===== src/sv/lac_pkg.sv =====
`timescale 1ns / 1ps
// shared types and codes for the lru associative cache core
// no dependencies

package lac_pkg;

    localparam int CNT_BITS = 32;

    typedef enum logic [1:0] {
        MODE_GET   = 2'd0,
        MODE_PUT   = 2'd1,
        MODE_INVAL = 2'd2,
        MODE_CLEAR = 2'd3
    } mode_t;

    typedef enum logic [1:0] {
        ST_IDLE,
        ST_LOOK,
        ST_READ,
        ST_COMMIT
    } state_t;

    typedef struct packed {
        logic load;
        logic look;
        logic read;
        logic commit;
    } cmd_t;

endpackage


===== src/sv/lac_ctrl.sv =====
`timescale 1ns / 1ps
// controller state machine for the lru associative cache core
// depends on lac_pkg

module lac_ctrl (
    input  logic        clk,
    input  logic        rst_n,
    input  logic        in_valid,
    output logic        in_ready,
    output logic        out_valid,
    input  logic        out_ready,
    output lac_pkg::cmd_t cmd
);
    import lac_pkg::*;

    state_t state_reg;
    state_t state_next;
    logic   out_valid_reg;
    logic   out_valid_next;

    always_ff @(posedge clk or negedge rst_n)
    begin
        if (!rst_n)
        begin
            state_reg     <= ST_IDLE;
            out_valid_reg <= 1'b0;
        end
        else
        begin
            state_reg     <= state_next;
            out_valid_reg <= out_valid_next;
        end
    end

    always_comb
    begin
        state_next     = state_reg;
        out_valid_next = out_valid_reg && !out_ready;
        cmd            = '0;
        in_ready       = 1'b0;
        case (state_reg)
            ST_IDLE:
            begin
                in_ready = 1'b1;
                if (in_valid)
                begin
                    cmd.load   = 1'b1;
                    state_next = ST_LOOK;
                end
            end
            ST_LOOK:
            begin
                cmd.look   = 1'b1;
                state_next = ST_READ;
            end
            ST_READ:
            begin
                cmd.read   = 1'b1;
                state_next = ST_COMMIT;
            end
            ST_COMMIT:
            begin
                if (!out_valid_reg || out_ready)
                begin
                    cmd.commit     = 1'b1;
                    out_valid_next = 1'b1;
                    state_next     = ST_IDLE;
                end
            end
            default:
            begin
                state_next = ST_IDLE;
            end
        endcase
    end

    assign out_valid = out_valid_reg;

endmodule


===== config.mk =====
export PLATFORM = sky130hd
export DESIGN_NAME = lac_ctrl
export DESIGN_NICKNAME = d
export VERILOG_FILES = /design/src/sv/lac_pkg.sv /design/src/sv/lac_ctrl.sv
export SDC_FILE = /design/constraint.sdc
export NUM_CORES = 1
export LEC_CHECK = 0
export BUFFER_PORTS_ARGS = -buffer_cell sky130_fd_sc_hd__buf_2
export CORE_AREA = 2 2 39 41
export DETAILED_ROUTE_END_ITERATION = 8
export DIE_AREA = 0 0 41 43
export GPL_ROUTABILITY_DRIVEN = 0
export PLACE_DENSITY = 0.39
export SYNTH_ARGS = -nofsm -noshare
export SYNTH_HDL_FRONTEND = slang
export SYNTH_SLANG_ARGS = --single-unit

===== constraint.sdc =====
create_clock -name clk -period 1.48 [get_ports clk]
set_input_delay 0.148 -clock clk [delete_from_list [all_inputs] [get_ports clk]]
set_output_delay 0.148 -clock clk [all_outputs]
set_load 0.02 [all_outputs]

After elaboration in Yosys (flattened, before gate mapping)
Cells that the tools add are included.
W data, S select, Z words.
{"block": "op_classes", "reduce_logical": 6, "add_sub_neg": 0, "n_mul": 0, "div": 0, "n_eq_ne": 5, "mux": 12, "magnitude_cmp": 0, "shifts": 0, "bitwise_logic": 0}
{"cell": "$mux W1", "count": 9}
{"cell": "$pmux W2 S4", "count": 1}
{"cell": "$eq A2 B2 Y1 const B", "count": 2}
{"cell": "$mux W2", "count": 2}
{"cell": "$ne A2 B2 Y1 const B", "count": 2}
{"cell": "$eq A2 B1 Y1 const B", "count": 1}
{"cell": "$logic_not A1 Y1", "count": 2}
{"cell": "$logic_not A2 Y1", "count": 1}
{"cell": "$reduce_and A2 Y1", "count": 1}
{"cell": "$logic_and A1 B1 Y1", "count": 1}
{"cell": "$logic_or A1 B1 Y1", "count": 1}
{"block": "totals", "rom_bits": 0, "mem_bits_rw": 0, "out_inout_bits": 6, "latchBits": 0, "wordCells": 25, "reg_bits": 3, "n_memories": 0}

Depth between registers and ports, before layout
{"block": "depth", "word_depth": 4, "mapped_depth": 4, "mapped_depth_nobuf": 4}

Least setup slack after synthesis
OpenSTA, ideal clock, no wires.
{"block": "synth_path", "path_kind": "register to register", "from": "reg state_reg[0]", "to": "reg state_reg[1]", "n_path_buf": 0, "required_ns": 1.355, "arrival_time_ns": 1.213, "slack_ns": 0.142, "path_stages_with_launch": 5, "path_cell_list": "dfrtp_1 > inv_1 > ha_1 > a21oi_2 > mux2_4"}
{"block": "synth_via", "elab_chain_cells": 3, "elab_cells_between_ends": 8, "classes_between": "eq/ne (5); mux (1); reduce/logical (2)"}
{"item": "from (decl)", "line_no": "lac_ctrl.sv:16", "source": "state_t state_reg;"}
{"item": "from (signal assigned)", "line_no": "lac_ctrl.sv:30", "source": "state_reg <= state_next;"}
{"item": "$eq A2 B2 Y1 or $logic_not A2 Y1 (tied branches)", "line_no": "lac_ctrl.sv:41", "source": "case (state_reg)"}
{"item": "$ne A2 B2 Y1 (no source line)"}
{"item": "$reduce_and A2 Y1 (no source line)"}
Parallel ways exist; a longest one is shown, timed or not.
A chain may end at the register's enable or synchronous reset.

Final worst setup path
Ends and elaborated chain as after synthesis.

==> impl_results.md <==
- Outcome: complete, no violations
- Final hold slack: 203 ps
- Hold Path Class: input port to flip-flop
- Synthesized Nets: 26
- Largest net degree at the start of global routing: 5
- Vias in the first global route: 166
- Post-route cell area: 309 um^2
- Final Power: 0.730 mW
- Layout cells sized above 1: 50.0%
- Setup-failing EPs final: 0
- Slowest stage delay, CP: 410 ps
- Root buffer cell: clkbuf_4
- PD cells: 2360 nW/um^2
- Initial antenna violation count: 0
- CTS tree: built
- Die Width: 41 um
- N_diodes: 0
- Mean Syn Cell Area: 11.4 um^2
- EDFF count, synth: 0
- Critical path class: flip-flop to flip-flop
- Worst r2r dst: state_reg[1]
- DRT antenna net count: 0
- Most instantiated cells after synthesis: 4 x ha_1, 3 x dfrtp_1, 3 x inv_1, 2 x and2_1, 2 x nand2b_1
- Period utilisation layout: 96.0%
- Fin util: 22.3%
- Async SR Flop Fraction: 100%
- CP Capture Type: flip-flop
- DP Area: 270 um^2
- Crit path from: state_reg[0]
- Slew margin rel.: 89.3%
- Final worst path period need: 1420 ps
- Startpoint Class: flip-flop
- Core area: 1380 um^2
- Worst Path Buf+Inv: 0
- Drt first pass iters: 4
- Reg clk slew, reported paths: 40 ps
- DR WL/cell: 9.08 um
- Min-delay src: out_ready
- First-pass GRT wire length: 710 um
- Ranking of synthesized cells by area: dfrtp_1 37%, ha_1 24%, mux2_4 7.3%
- Vias per inst: 3.33
- Area grow syn2layout: 50.6%
- Overflow after GRT: 0
- Maximum VDD drop: 0.000774 V
- Largest area contributor in the synthesized netlist: dfrtp_1
- FP Rows: 14
- Die area: 1760 um^2
- Critical path destination: state_reg[1]
- Syn Std Cell Area: 205 um^2
- Gr usage total: 6.53%
- Starting Density: 14.8%
- Fmax: 0.704 GHz
- Reg2Reg Depth: 4
- Total number of clock tree sinks: 3
- LEAKAGE: 0.174 nW
- Sequential share of the synthesized area: 36.6%
- Max FFs per register: 2
- Slowest-stage cell, CP: dfrtp_1
- Crit path max fanout: 4
- Yosys reg bits: 3
- DR vias: 160
- CTS Buf Count: 3
- Filler cells: 147
- Drt drc: 0
- Yosys Warn Count: 0
- Dpl hpwl: 329 um
- Final slew viol count: 0
- Setup TNS: 0 ps
- Clock Path Buffers: 2
- DRT Wirelength: 436 um
- Max-Cap Viols: 0
- Number of top-level pins: 10
- Crit path cell chain: ha_1 -> and3b_1 -> a21oi_2 -> mux2_4
- Synth Flop Type: dfrtp_1
- Worst slew pin tran: 160 ps
- Yosys cell types: 9
- Most numerous cell in the Yosys netlist: ha_1
- RSZ-0062 raised after global routing: no
- H-tree levels: 1
- Cell count after synthesis: 18
- Die Y: 43 um
- Nets: 41
- Arrival time of the worst setup path: 1530 ps
- Critical path depth in cells: 4
- Starting DRT DRC Count: 1
- Skew final: 3.71 ps
- Count of final hold-check violations: 0
- Reg2reg setup slack: 60 ps
- Worst EP required: 1590 ps
- Synth top area share: 36.6%
- IO buf count: 9
- CP top delay family: flip-flops
- Clock Latency Late Sink: 240 ps
- R2R Path Start: state_reg[0]
-- how the worst min path moves through the flow --
| stage | end | cells after the start |
|---|---|---|
| 3_5_place_dp | out_valid | 1 |
| 6_report | out_valid | 3 |
| 4_1_cts | out_valid | 3 |
| 2_1_floorplan | out_valid | 0 |
| 3_3_place_gp | out_valid | 1 |
| 5_1_grt | out_valid | 3 |
-- cell usage in the layout, fill, tap and decap left out --
cell	Yosys	final
o32a_2	1	1
dfrtp_1	3	3
nand2b_1	2	2
dlygate4sd3_1	0	1
buf_2	0	9
clkbuf_4	0	3
inv_1	3	3
clkbuf_1	0	1
and2_1	2	2
mux2_4	1	1
ha_1	4	3
and3b_1	1	1
a21oi_2	1	1
ha_2	0	1
-- power by group --
group	internal (mW)	switching [mW]	total (mW)
registers	0.127	0.0402	0.167
clock network	0.101	0.0440	0.145
logic	0.192	0.226	0.418
total	0.421	0.310	0.730
-- stage by stage --
stage / setup slack [ps] / std cells
floorplan: 142 / 18
global placement: 94.6 / 43
detailed placement: 88.3 / 43
CTS: 47.6 / 48
global route: 13.5 / 48
finish: 59.3 / 48
-- kinds of logic after synthesis --
| family | synth area share, % |
|---|---|
| multiplexers | 7.31 |
| adder cells (fa/ha/maj) | 24.4 |
| buffers and inverters | 5.49 |
| AO/OA/AOI/OAI | 9.76 |
| flip-flops | 36.6 |
| AND/OR/NAND/NOR | 16.5 |
-- cell type report --
class / instances / area (um^2) / area share, %
clock buffers: 4 / 26.3 / 8.50
inverters: 3 / 11.3 / 3.64
multi-input cells: 12 / 121 / 39.3
flip-flops and latches: 3 / 75.1 / 24.3
well taps: 16 / 20.0 / 6.48
repair buffers: 10 / 55.1 / 17.8
-- worst reg2reg max path, delay by kind of cell, from the launching register on --
family          cells  cell delay (ps)
flops               1              410
simple gates        1              190
fa+ha+maj           1              230
compound gates      1              160
mux                 1              310
-- metal layers --
| layer | wire length, um | GRT usage, % | vias to the layer above |
|---|---|---|---|
| met2 | 157 | 6.56 | 12 |
| met1 | 226 | 9.32 | 62 |
| met5 | 0 | 0 | - |
| met4 | 0 | 4.00 | 0 |
| li1 | - | - | 86 |
| met3 | 52 | 4.71 | 0 |
-- timing repair --
action	CTS	global route
hold buffers	1	0
endpoints found under the setup margin	0	1
setup buffers	0	0
gates resized for setup	0	1
hold endpoints to repair	3	0
Power figures use the tool's default switching activity.
